File: src/hdl/nmcs_pkg.sv
// Shared constants, register indexes and controller/datapath interface types.
package nmcs_pkg;

   // Default layer size held in the cell map
   localparam int MaxWidthDefault  = 64;
   localparam int MaxHeightDefault = 64;

   // Field widths
   localparam int PosWidth     = 6;
   localparam int CfgWidth     = 7;
   localparam int CsrAddrWidth = 1;

   // Ring walk arithmetic: coordinates may fall outside the layer on either side
   localparam int CoordWidth = 9;
   localparam int RadWidth   = 8;
   localparam int DistWidth  = 9;

   // Grid size after reset
   localparam logic [CfgWidth-1:0] GridSizeReset = 7'd64;

   // Configuration register indexes
   localparam logic [CsrAddrWidth-1:0] CsrGridWidth  = 1'b0;
   localparam logic [CsrAddrWidth-1:0] CsrGridHeight = 1'b1;

   // Request command codes
   localparam logic CmdWrite  = 1'b0;
   localparam logic CmdSearch = 1'b1;

   // Controller to datapath commands
   typedef struct packed {
      logic load;         // capture request fields, set up ring limit
      logic clear_step;   // clear one map entry after reset
      logic write_cell;   // store the captured mark
      logic ring_start;   // put the cursor on the first cell of the ring
      logic step;         // probe the cursor cell and advance
      logic next_ring;    // grow the radius by one
      logic claim;        // clear the best cell and report it
      logic respond_none; // report an empty result
   } ctrl_cmd_type;

   // Datapath to controller status
   typedef struct packed {
      logic clear_last;
      logic no_rings;
      logic ring_last;
      logic last_ring;
      logic have;
   } ctrl_status_type;

endpackage

File: src/hdl/nmcs_ctrl.sv
// Controller: sequences map clearing, cell writes and the ring-by-ring search.
module nmcs_ctrl import nmcs_pkg::*; (
   input  logic            clock,
   input  logic            reset,
   input  logic            start,
   input  logic            req_cmd,
   output logic            busy,
   output ctrl_cmd_type    cmd,
   input  ctrl_status_type status
);

   typedef enum logic [2:0] {
      ST_CLEAR,
      ST_IDLE,
      ST_WRITE,
      ST_START,
      ST_RING,
      ST_DRAIN,
      ST_CHECK
   } state_type;

   state_type state_ff, state_in;

   // Next state and datapath commands
   always_comb begin
      state_in = state_ff;
      cmd      = '0;
      unique case (state_ff)
         ST_CLEAR: begin
            cmd.clear_step = 1'b1;
            if (status.clear_last) begin
               state_in = ST_IDLE;
            end
         end
         ST_IDLE: begin
            if (start) begin
               cmd.load = 1'b1;
               state_in = (req_cmd == CmdSearch) ? ST_START : ST_WRITE;
            end
         end
         ST_WRITE: begin
            cmd.write_cell   = 1'b1;
            cmd.respond_none = 1'b1;
            state_in         = ST_IDLE;
         end
         ST_START: begin
            if (status.no_rings) begin
               cmd.respond_none = 1'b1;
               state_in         = ST_IDLE;
            end else begin
               cmd.ring_start = 1'b1;
               state_in       = ST_RING;
            end
         end
         ST_RING: begin
            cmd.step = 1'b1;
            if (status.ring_last) begin
               state_in = ST_DRAIN;
            end
         end
         ST_DRAIN: begin
            // last probe of the ring lands in the best-cell registers
            state_in = ST_CHECK;
         end
         ST_CHECK: begin
            priority if (status.have) begin
               cmd.claim = 1'b1;
               state_in  = ST_IDLE;
            end else if (status.last_ring) begin
               cmd.respond_none = 1'b1;
               state_in         = ST_IDLE;
            end else begin
               cmd.next_ring = 1'b1;
               state_in      = ST_START;
            end
         end
         default: begin
            state_in = ST_IDLE;
         end
      endcase
   end

   // State register
   always_ff @(posedge clock) begin
      if (reset) begin
         state_ff <= ST_CLEAR;
      end else begin
         state_ff <= state_in;
      end
   end

   assign busy = (state_ff != ST_IDLE);

`ifndef SYNTHESIS
   // An accepted transaction makes the unit busy on the next cycle
   assert property (@(posedge clock) disable iff (reset) (start && !busy) |=> busy)
      else $error("accepted transaction did not raise busy");

   // A claim only follows a ring that held a marked cell
   assert property (@(posedge clock) disable iff (reset) cmd.claim |-> status.have)
      else $error("claim without a found cell");
`endif

endmodule

File: config.mk
export PLATFORM = sky130hd
export DESIGN_NAME = nmcs_ctrl
export DESIGN_NICKNAME = d
export VERILOG_FILES = /design/src/hdl/nmcs_pkg.sv /design/src/hdl/nmcs_ctrl.sv
export SDC_FILE = /design/constraint.sdc
export NUM_CORES = 1
export LEC_CHECK = 0
export BUFFER_PORTS_ARGS = -buffer_cell sky130_fd_sc_hd__buf_2
export CORE_AREA = 2 2 39 41
export DETAILED_ROUTE_END_ITERATION = 8
export DIE_AREA = 0 0 41 43
export GPL_ROUTABILITY_DRIVEN = 0
export SETUP_SLACK_MARGIN = 0.2
export SYNTH_ARGS = -nofsm -noshare
export SYNTH_HDL_FRONTEND = slang
export SYNTH_SLANG_ARGS = --single-unit
File: constraint.sdc
create_clock -name clock -period 1.3 [get_ports clock]
set_clock_uncertainty 0.1 [all_clocks]
set_input_delay 0.26 -clock clock [delete_from_list [all_inputs] [get_ports clock]]
set_output_delay 0.26 -clock clock [all_outputs]
set_load 0.01 [all_outputs]
; ---- Word level (Yosys, flattened, before mapping)
; Index checks and enable logic that the tools add are counted.
[op_classes]
n_eq_ne = 10
muxes = 23
n_reduce_logical = 2
[op_table]
columns = cell, count
row1 = $pmux 3 s6, 1
row2 = $mux 3, 5
row3 = $mux 1, 14
row4 = $eq 3x3->1 const B, 3
row5 = $eq 3x2->1 const B, 2
row6 = $ne 2x2->1 const B, 3
row7 = $mux 2, 2
row8 = $eq 3x1->1 const B, 1
row9 = $logic_not 3->1, 1
row10 = $ne 3x1->1 const B, 1
row11 = $pmux 1 s3, 1
row12 = $reduce_and 3->1, 1
[word_totals]
register_bits = 3
out_inout_bits = 9

; ---- Longest topological paths before layout
; Gate-level depths: netlist (run 1).
[logic_depth]
depth_word = 3
depth_mapped = 4
ltp_nobuf = 3

; ---- Worst setup path after synthesis (run 1)
; No wires, ideal clock.
[synth_path]
path_type = reg-to-output
from = reg state_ff[0]
to = out cmd[0] in the netlist's numbering
arrival_ps = 925
required_ps = 940
path_slack_ps = 15
stages_incl_launch_ff = 4
path_buffers = 1
cell_sequence = dfxtp_1 buf_6 o32a_1 nor2_1
[synth_rtl]
columns = element, line
row1 = "start, declared", nmcs_ctrl.sv:22  ; state_type state_ff, state_in;
row2 = "start signal, assigned", nmcs_ctrl.sv:88  ; state_ff <= state_in;
row3 = "end, declared", nmcs_ctrl.sv:8  ; output ctrl_cmd_type cmd,

==> results.yml, run 1 <==
status:
  status: "finished with violations"
  violations: "setup timing"
placement:
  dpl.hpwl_um: 542.4
  dp_cells: 68
  place.port_buffers: 17
clock_network:
  cts_tree: "yes"
  worstSkewPairLatency_ns: 0.23
  cts_hold_buf: 0
  cts_buffers: 3
  cts_sinks: 3
  h-tree-depth: 1
  clk_pin_slew_worst_paths_ns: 0.04
  clockBufferDepth: 2
  cts-root-buf: "clkbuf_4"
min_path:
  hold_class: "primary input to flip-flop"
power_and_ir_drop:
  cell_internal_pwr_uw: 282.3
  clkPwrFrac: 0.412
  p_switching_uw: 109.8
  combinationalPowerShare: 0.331
  swShare: 0.2800
  ir_drop_v: 0.0003594
  p_per_area_nw_per_um2: 663.9
  total_leakage_power_uw: 0.0003038
  p_seq_frac: 0.256
global_routing:
  first_global_vias: 321
  grt_max_degree: 9
  grt_pass1_wl_mm: 1.366
  grt.total_usage: 0.1214
  grt_overflow: 0
  grt_antenna_before_repair: 0
sta:
  min_period_over_period: 1.185
  fmax_ghz: 0.6492
  rsz0062_at_grt: "yes"
  setup_viol: 11
  maxSlewViolCount: 0
  post-route-min-period_ns: 1.540
  fin_ws_ns: -0.2405
  hold_violations: 0
  worst_pin_slew_ns: 0.3034
  relSlewSlack: 0.7968
  fin_tns_setup_ns: -1.505
synthesis:
  synth_cells: 34
  ys_top_cells_by_area: "dfxtp_1, buf_6, nand3b_4"
  seq_area_frac_synth: 0.2308
  synthDistinctLibCells: 17
  netlist.area_leader.share: 0.2308
  syn_nets: 43
  ys_seq_elements: 3
  syn-cell-area_um2: 260.3
  post_synth.cell_area_avg_um2: 7.654
  yosysWarnings: 0
  yosys.area.top_type: "dfxtp_1"
setup_path:
  r2r-end: "state_ff[0]"
  max_stage_delay_ns: 0.33
  rrSetupSlack_ns: -0.06
  crit_path_start: "state_ff[0]"
  crit_type: "flip-flop to output pin"
  r2r_cells: 6
  crit_path_end_kind: "output pin"
  r2r-start: "state_ff[0]"
  critPathLaunchType: "flip-flop"
  crit_fanout: 4
  critical_path_arrival_ns: 1.18
  cp_slowest_cell: "or3_4"
  crit_path_end: "cmd[2]"
  crit_chain: "nand3b_4, or3_4, inv_2, buf_6"
  crit_required_ns: 0.94
die:
  die_area_um2: 1763
  dieHeight_um: 43
  fp.dieW_um: 41
  core_um2: 1384
  rows: 14
  initial_core_util: 0.1881
  num_io_pins: 18
cells_and_area:
  drive_gt1_frac: 0.8125
  antennaDiodeCount: 0
  nets: 74
  largest_reg_flops: 3
  top_regs: "state_ff: 3 flops"
  fillers: 134
  registers.top_by_ff_count: "state_ff"
  area_delta_synth_final_pct: 126.9
  final_cells: 80
drt:
  vias_per_cell: 4.475
  route.detailed.drc: 0
  ant_nets: 0
  drt_iter0_drc: 6
  wirelength_um: 914
  wl_per_cell_um: 11.43
  first_pass_iters: 3
  num_vias: 358
run:
  cap_violations: 0
## placed cells by master, fill, tap and decap left out, types with 2 or more instances in the layout
master,Yosys,final
buf_6,3,9
buf_2,0,15
inv_1,4,2
nor2_2,0,2
buf_4,0,3
nand2_2,0,2
nor3_2,0,4
clkbuf_4,0,3
nor2_1,5,2
dfxtp_4,0,2
## power groups by stage
stage / clock, µW / sequential [µW] / combinational [µW]
after detailed placement: 0 / 104 / 80.1
after CTS: 173 / 101 / 107
after floorplan: 0 / 102 / 53.0
after global routing: 181 / 101 / 140
final: 162 / 100 / 130
after global placement: 0 / 103 / 80.7
## logic make-up (layout without fill, tap and decap cells)
logic type             count (synthesis)  after routing  synth area share
AOI/OAI and AO/OA                      6              6            0.1683
and+or+nand+nor                       18             18            0.4135
DFF                                    3              3            0.2308
buffers and inverters                  7             37            0.1875
## routing by layer
layer	wire length (µm)	global-route usage	up-vias
li1	-	-	177
met1	356	0.1314	167
met2	475	0.1750	12
met3	74	0.06283	2
met4	8	0.08000	0
met5	0	0	-
## metrics by stage
| stage | cell area, µm² | hold slack (ns) | setup WS, ns | total power, µW | util |
|---|---|---|---|---|---|
| after floorplan | 274.0 | 0.2217 | 0.05517 | 154.9 | - |
| after global placement | 387.9 | 0.3707 | -0.02075 | 184.1 | 0.2803 |
| after detailed placement | 387.9 | 0.3612 | -0.03149 | 184.1 | 0.2803 |
| after CTS | 510.5 | 0.1186 | -0.2440 | 380.6 | 0.3689 |
| after global routing | 590.6 | 0.1341 | -0.2857 | 421.3 | 0.4268 |
| final | 590.6 | 0.1390 | -0.2405 | 392.1 | 0.4268 |
## cell usage after synthesis (all sizes together)
master	number
nor2b	1
dfxtp	3
nand3b	1
a21oi	2
buf	3
or3	1
a2bb2oi	1
inv	4
nand2b	1
nor4	1
and4bb	1
nand2	3
o211ai	1
nor3	4
o32a	1
nor2	5
o21a	1
## layout make-up
class                      count  area [µm²]  share of cell area
timing repair buffer          29       234.0              0.3962
clock buffer                   4       26.28             0.04449
inverter                       4       17.52             0.02966
sequential                     3       68.82              0.1165
tap                           16       20.02             0.03390
multi-input combinational     24       224.0              0.3792
## worst max-delay path, delay by kind of cell, from the launching register on
family                 cells  cell delay [ns]
AND/OR/NAND/NOR            2             0.48
flip-flops                 1             0.32
buffers and inverters      2             0.15
## timing repair
item / in CTS / in global routing
resized for setup: 18 / 12
setup endpoints to repair: 12 / 12
buffers inserted: 4 / 4
pin swaps: 9 / 6
## worst min-delay path by stage
stage          startpoint          end  slack, ns  cells after the start
2_1_floorplan       reset  state_ff[1]       0.22                      1
3_3_place_gp        reset  state_ff[2]       0.37                      2
3_5_place_dp        reset  state_ff[1]       0.36                      2
4_1_cts             reset  state_ff[1]       0.12                      2
5_1_grt             reset  state_ff[1]       0.13                      2
6_report            reset  state_ff[1]       0.14                      2
Note: power is estimated with default switching activity, not from simulation.
==> run 2: changes to the inputs <==
==> constraint.sdc (replaced) <==
create_clock -name clock -period 2 [get_ports clock]
set_clock_uncertainty 0.1 [all_clocks]
set_input_delay 0.4 -clock clock [delete_from_list [all_inputs] [get_ports clock]]
set_output_delay 0.4 -clock clock [all_outputs]
set_load 0.01 [all_outputs]
==> run 2 against run 1 <==
Net effect: the flow now finishes without violations; die area did not move; final area is 36% lower; utilization shrank 15 points; total power decreased by 44%; global-route usage decreased by 4.7 points; count of clock-buffer cells in the layout is the same; worst hold slack gained 0.13 ns; first-iteration DRC count fell by 17%; sequential power fell by 33%; largest cell class is now multi-input combinational cells; highest routed layer is now met3.
==> results.yml, run 2 (synthesized netlist as in run 1, its figures left out) <==
status:
  status: "finished clean"
cells_and_area:
  fin_area_um2: 376.6
  layout_common_cells: "buf_2, nor2_1, inv_1, nor3_1"
  registers.top_by_ff_count: "state_ff"
  antennaDiodeCount: 0
  top_regs: "state_ff: 3 flops"
  drive_gt1_frac: 0.4717
  nets: 63
  area_delta_synth_final_pct: 44.71
  layout_commonest_cell: "buf_2"
  largest_reg_flops: 3
  final_util: 0.2722
global_routing:
  first_global_vias: 209
  grt.total_usage: 0.07422
  grt_max_degree: 13
  grt_antenna_before_repair: 0
  grt_pass1_wl_um: 841
  grt_overflow: 0
power_and_ir_drop:
  total_leakage_power_uw: 0.0002256
  finalPower_uw: 218.8
  ir_drop_v: 0.0001796
  p_per_area_nw_per_um2: 580.9
setup_path:
  max_stage_delay_ns: 0.35
  crit_fanout: 6
  crit_chain: "nand3b_4, or3_1, inv_1, buf_2"
  crit_required_ns: 1.50
  cp_slowest_cell: "dfxtp_4"
  crit_path_end_kind: "output pin"
  critPathLaunchType: "flip-flop"
  critical_path_arrival_ns: 1.22
  crit_type: "flip-flop to output pin"
run:
  cap_violations: 0
die:
  initial_core_util: 0.1881
  num_io_pins: 18
  dieHeight_um: 43
  die_area_um2: 1763
  fp.dieW_um: 41
  rows: 14
  core_um2: 1384
sta:
  min_period_over_period: 0.8600
  hold_violations: 0
  fmax_ghz: 0.5814
  relSlewSlack: 0.8495
  post-route-min-period_ns: 1.720
  setup_viol: 0
  maxSlewViolCount: 0
  fin_ws_ns: 0.2799
  worst_pin_slew_ns: 0.2238
  fin_tns_setup_ns: 0
  rsz0062_at_grt: "no"
clock_network:
  h-tree-depth: 1
  clockBufferDepth: 2
  worstSkewPairLatency_ns: 0.23
  cts_buffers: 3
  cts_sinks: 3
  cts-root-buf: "clkbuf_4"
  cts_hold_buf: 0
  clk_pin_slew_worst_paths_ns: 0.04
  cts_tree: "yes"
placement:
  dpl_cell_area_um2: 331.6
  preCtsSetupSlack_ns: 0.3292
  dpl.hpwl_um: 491.6
  place.port_buffers: 17
drt:
  num_vias: 295
  first_pass_iters: 4
  route.detailed.drc: 0
  drt_iter0_drc: 5
  vias_per_cell: 4.275
  wirelength_um: 658
  ant_nets: 0
  wl_per_cell_um: 9.536
min_path:
  hold_class: "primary input to flip-flop"
run 2: changes by cell type in the layout (fill, tap and decap cells not counted), moves of 2 or more:
cell / change
inv_1: +2
nor3_2: -4
a21oi_1: +2
buf_4: -2
nor3_1: +4
nor2_2: -2
nand2_1: +2
buf_2: +2
buf_6: -9
nor2_1: +3
nand2_2: -2
run 2: stage by stage:
step | std cells | hold WS, ns
3_5_place_dp | 64 | 0.5120
2_1_floorplan | 34 | 0.3691
3_3_place_gp | 64 | 0.5133
6_report | 69 | 0.2661
4_1_cts | 68 | 0.2551
5_1_grt | 69 | 0.2635
run 2: routing by layer:
| layer | up-vias | GRT usage | part of all wire |
|---|---|---|---|
| met5 | - | 0 | 0 |
| met4 | 0 | 0.06000 | 0 |
| met3 | 0 | 0.03141 | 0.084 |
| met2 | 15 | 0.09063 | 0.44 |
| met1 | 125 | 0.09615 | 0.48 |
| li1 | 155 | - | - |
run 2: what timing repair did:
item / in CTS / in global routing
resized for setup: 3 / 3
gates cloned: 0 / 0
setup buffers: 0 / 1
endpoints found under the setup margin: 1 / 1
run 2: critical path: cells and delay by family (launching register included):
family / cells / cell delay, ns
AND/OR/NAND/NOR: 2 / 0.47
flip-flops: 1 / 0.35
buffers and inverters: 2 / 0.18
run 2: area by class of cell:
| cell class | count | area [µm²] |
|---|---|---|
| Inverter | 4 | 15.01 |
| Sequential cell | 3 | 71.32 |
| Clock buffer | 4 | 26.28 |
| Fill cell | 157 | 1007 |
| Timing Repair Buffer | 18 | 92.59 |
| Tap cell | 16 | 20.02 |
| Multi-Input combinational cell | 24 | 151.4 |
run 2: worst paths after layout:
kind / from / endpoint / slack [ns] / depth (start not counted)
hold reg to reg: state_ff[1] / state_ff[0] / 0.45 / 1
setup reg to reg: state_ff[0] / state_ff[1] / 0.87 / 3
setup / recovery: state_ff[0] / cmd[2] / 0.28 / 4
hold / removal: reset / state_ff[2] / 0.27 / 2
run 2: report_power, final:
group / internal (µW) / total, µW / switching [µW] / leakage [µW]
Clock: 74.7 / 105 / 30.8 / 0.0000150
Sequential: 61.6 / 67.1 / 5.54 / 0.0000267
Combinational: 24.7 / 46.2 / 21.5 / 0.000184
Total: 161 / 219 / 57.8 / 0.000226
==> run 3: changes to the inputs <==
--- a/config.mk
+++ b/config.mk
@@ -6,10 +6,13 @@
 export NUM_CORES = 1
 export LEC_CHECK = 0
 export BUFFER_PORTS_ARGS = -buffer_cell sky130_fd_sc_hd__buf_2
+export CELL_PAD_IN_SITES_DETAIL_PLACEMENT = 1
+export CELL_PAD_IN_SITES_GLOBAL_PLACEMENT = 1
 export CORE_AREA = 2 2 39 41
 export DETAILED_ROUTE_END_ITERATION = 8
 export DIE_AREA = 0 0 41 43
 export GPL_ROUTABILITY_DRIVEN = 0
+export PLACE_DENSITY_LB_ADDON = 0.1
 export SETUP_SLACK_MARGIN = 0.2
 export SYNTH_ARGS = -nofsm -noshare
 export SYNTH_HDL_FRONTEND = slang
==> constraint.sdc (replaced) <==
create_clock -name clock -period 2.1 [get_ports clock]
set_clock_uncertainty 0.1 [all_clocks]
set_input_delay 0.42 -clock clock [delete_from_list [all_inputs] [get_ports clock]]
set_output_delay 0.42 -clock clock [all_outputs]
set_load 0.01 [all_outputs]
==> run 3 against run 2 <==
Net effect: non-clock buffer count is 1 lower; clock power is 5% lower; worst hold slack improved by 0.0043 ns; utilization fell by 0.90 points; count of clock-buffer cells in the layout did not move; sequential share of layout area fell by 0.72 points; combinational power decreased by 16%; largest power group unchanged; die area unchanged; register-to-register slack gained 0.06 ns; global-route usage grew 2.5 points; via count unchanged.
==> results.yml, run 3 (synthesized netlist as in run 1, its figures left out) <==
die:
  initial_core_util: 0.1881
  dieHeight_um: 43
  fp.dieW_um: 41
  die_area_um2: 1763
  num_io_pins: 18
  rows: 14
  core_um2: 1384
sta:
  hold-worst-slack_ns: 0.2704
  worst_pin_slew_ns: 0.2323
  post-route-min-period_ns: 1.787
  hold_violations: 0
  fin_tns_setup_ns: 0
  relSlewSlack: 0.8437
  setup_viol: 0
  fin_ws_ns: 0.3130
  fmax_ghz: 0.5596
  maxSlewViolCount: 0
  min_period_over_period: 0.8509
  rsz0062_at_grt: "no"
drt:
  wirelength_um: 760
  num_vias: 295
  drt_iter0_drc: 1
  vias_per_cell: 4.338
  ant_nets: 0
  first_pass_iters: 2
  wl_per_cell_um: 11.18
  route.detailed.drc: 0
clock_network:
  h-tree-depth: 1
  clockBufferDepth: 2
  cts_tree: "yes"
  worstSkewPairLatency_ns: 0.23
  cts-root-buf: "clkbuf_4"
  clk_pin_slew_worst_paths_ns: 0.04
  postCtsSetupBuffers: 0
  cts_buffers: 3
  cts_sinks: 3
cells_and_area:
  largest_reg_flops: 3
  registers.top_by_ff_count: "state_ff"
  area_delta_synth_final_pct: 39.90
  nets: 62
  final_util: 0.2631
  layout_commonest_cell: "buf_2"
  top_regs: "state_ff: 3 flops"
  drive_gt1_frac: 0.4615
  antennaDiodeCount: 0
  layout_common_cells: "buf_2, nor2_1, inv_1, nor3_1"
global_routing:
  grt_pass1_wl_mm: 1.159
  grt_antenna_before_repair: 0
  grt_overflow: 0
  grt.total_usage: 0.09920
  first_global_vias: 288
  grt_max_degree: 13
run:
  cap_violations: 0
status:
  status: "finished clean"
setup_path:
  critical_path_arrival_ns: 1.27
  crit_path_end_kind: "output pin"
  critPathBufInv: 2
  crit_fanout: 12
  critPathLaunchType: "flip-flop"
  max_stage_delay_ns: 0.37
  crit_chain: "nand3b_4, or3_1, inv_1, buf_2"
  crit_family: "simple AND/OR/NAND/NOR gates"
  cp_slowest_cell: "dfxtp_2"
  crit_required_ns: 1.58
  crit_type: "flip-flop to output pin"
power_and_ir_drop:
  ir_drop_v: 0.0002605
  total_leakage_power_uw: 0.0002200
  p_per_area_nw_per_um2: 568.3
placement:
  place.port_buffers: 17
  dpl.hpwl_um: 583.9
  preCtsSetupSlack_ns: 0.3794
min_path:
  hold_class: "primary input to flip-flop"
run 3: routing by layer:
layer  global-route usage  wire length [µm]
met1               0.1214               352
met2               0.1344               365
met3              0.03141                42
met4              0.08000                 0
met5                    0                 0
run 3: what timing repair did:
item | CTS | global route
resized for setup | 1 | 3
hold endpoints to repair | 0 | 0
endpoints found under the setup margin | 1 | 1
hold buffers | 0 | 0
run 3: final timing paths:
kind	endpoint	from	cells after the start	slack, ns
worst max-delay path	cmd[2]	state_ff[0]	4	0.31
worst min-delay path	state_ff[1]	reset	2	0.27
worst max register to register	state_ff[1]	state_ff[0]	3	0.93
worst min register to register	state_ff[1]	state_ff[0]	2	0.50
run 3: cell type report:
type	instances	area (µm²)
Clock buffer	4	26.28
Fill cell	189	1020
Inverter	4	15.01
Multi-Input combinational cell	24	151.4
Sequential cell	3	66.31
Tap cell	16	20.02
Timing Repair Buffer	17	85.08
run 3: through the flow:
stage                     area, µm²  instances  total power (µW)
after CTS                     359.1         68             214.4
after global routing          364.1         68             226.0
final                         364.1         68             206.9
after floorplan               260.3         34             94.70
after detailed placement      331.6         64             109.0
after global placement        331.6         64             108.0
run 3: where the power goes:
group	internal, µW	switching (µW)	total, µW
Combinational	21.3	17.6	38.8
Clock	71.1	28.9	100
Sequential	59.8	8.26	68.1
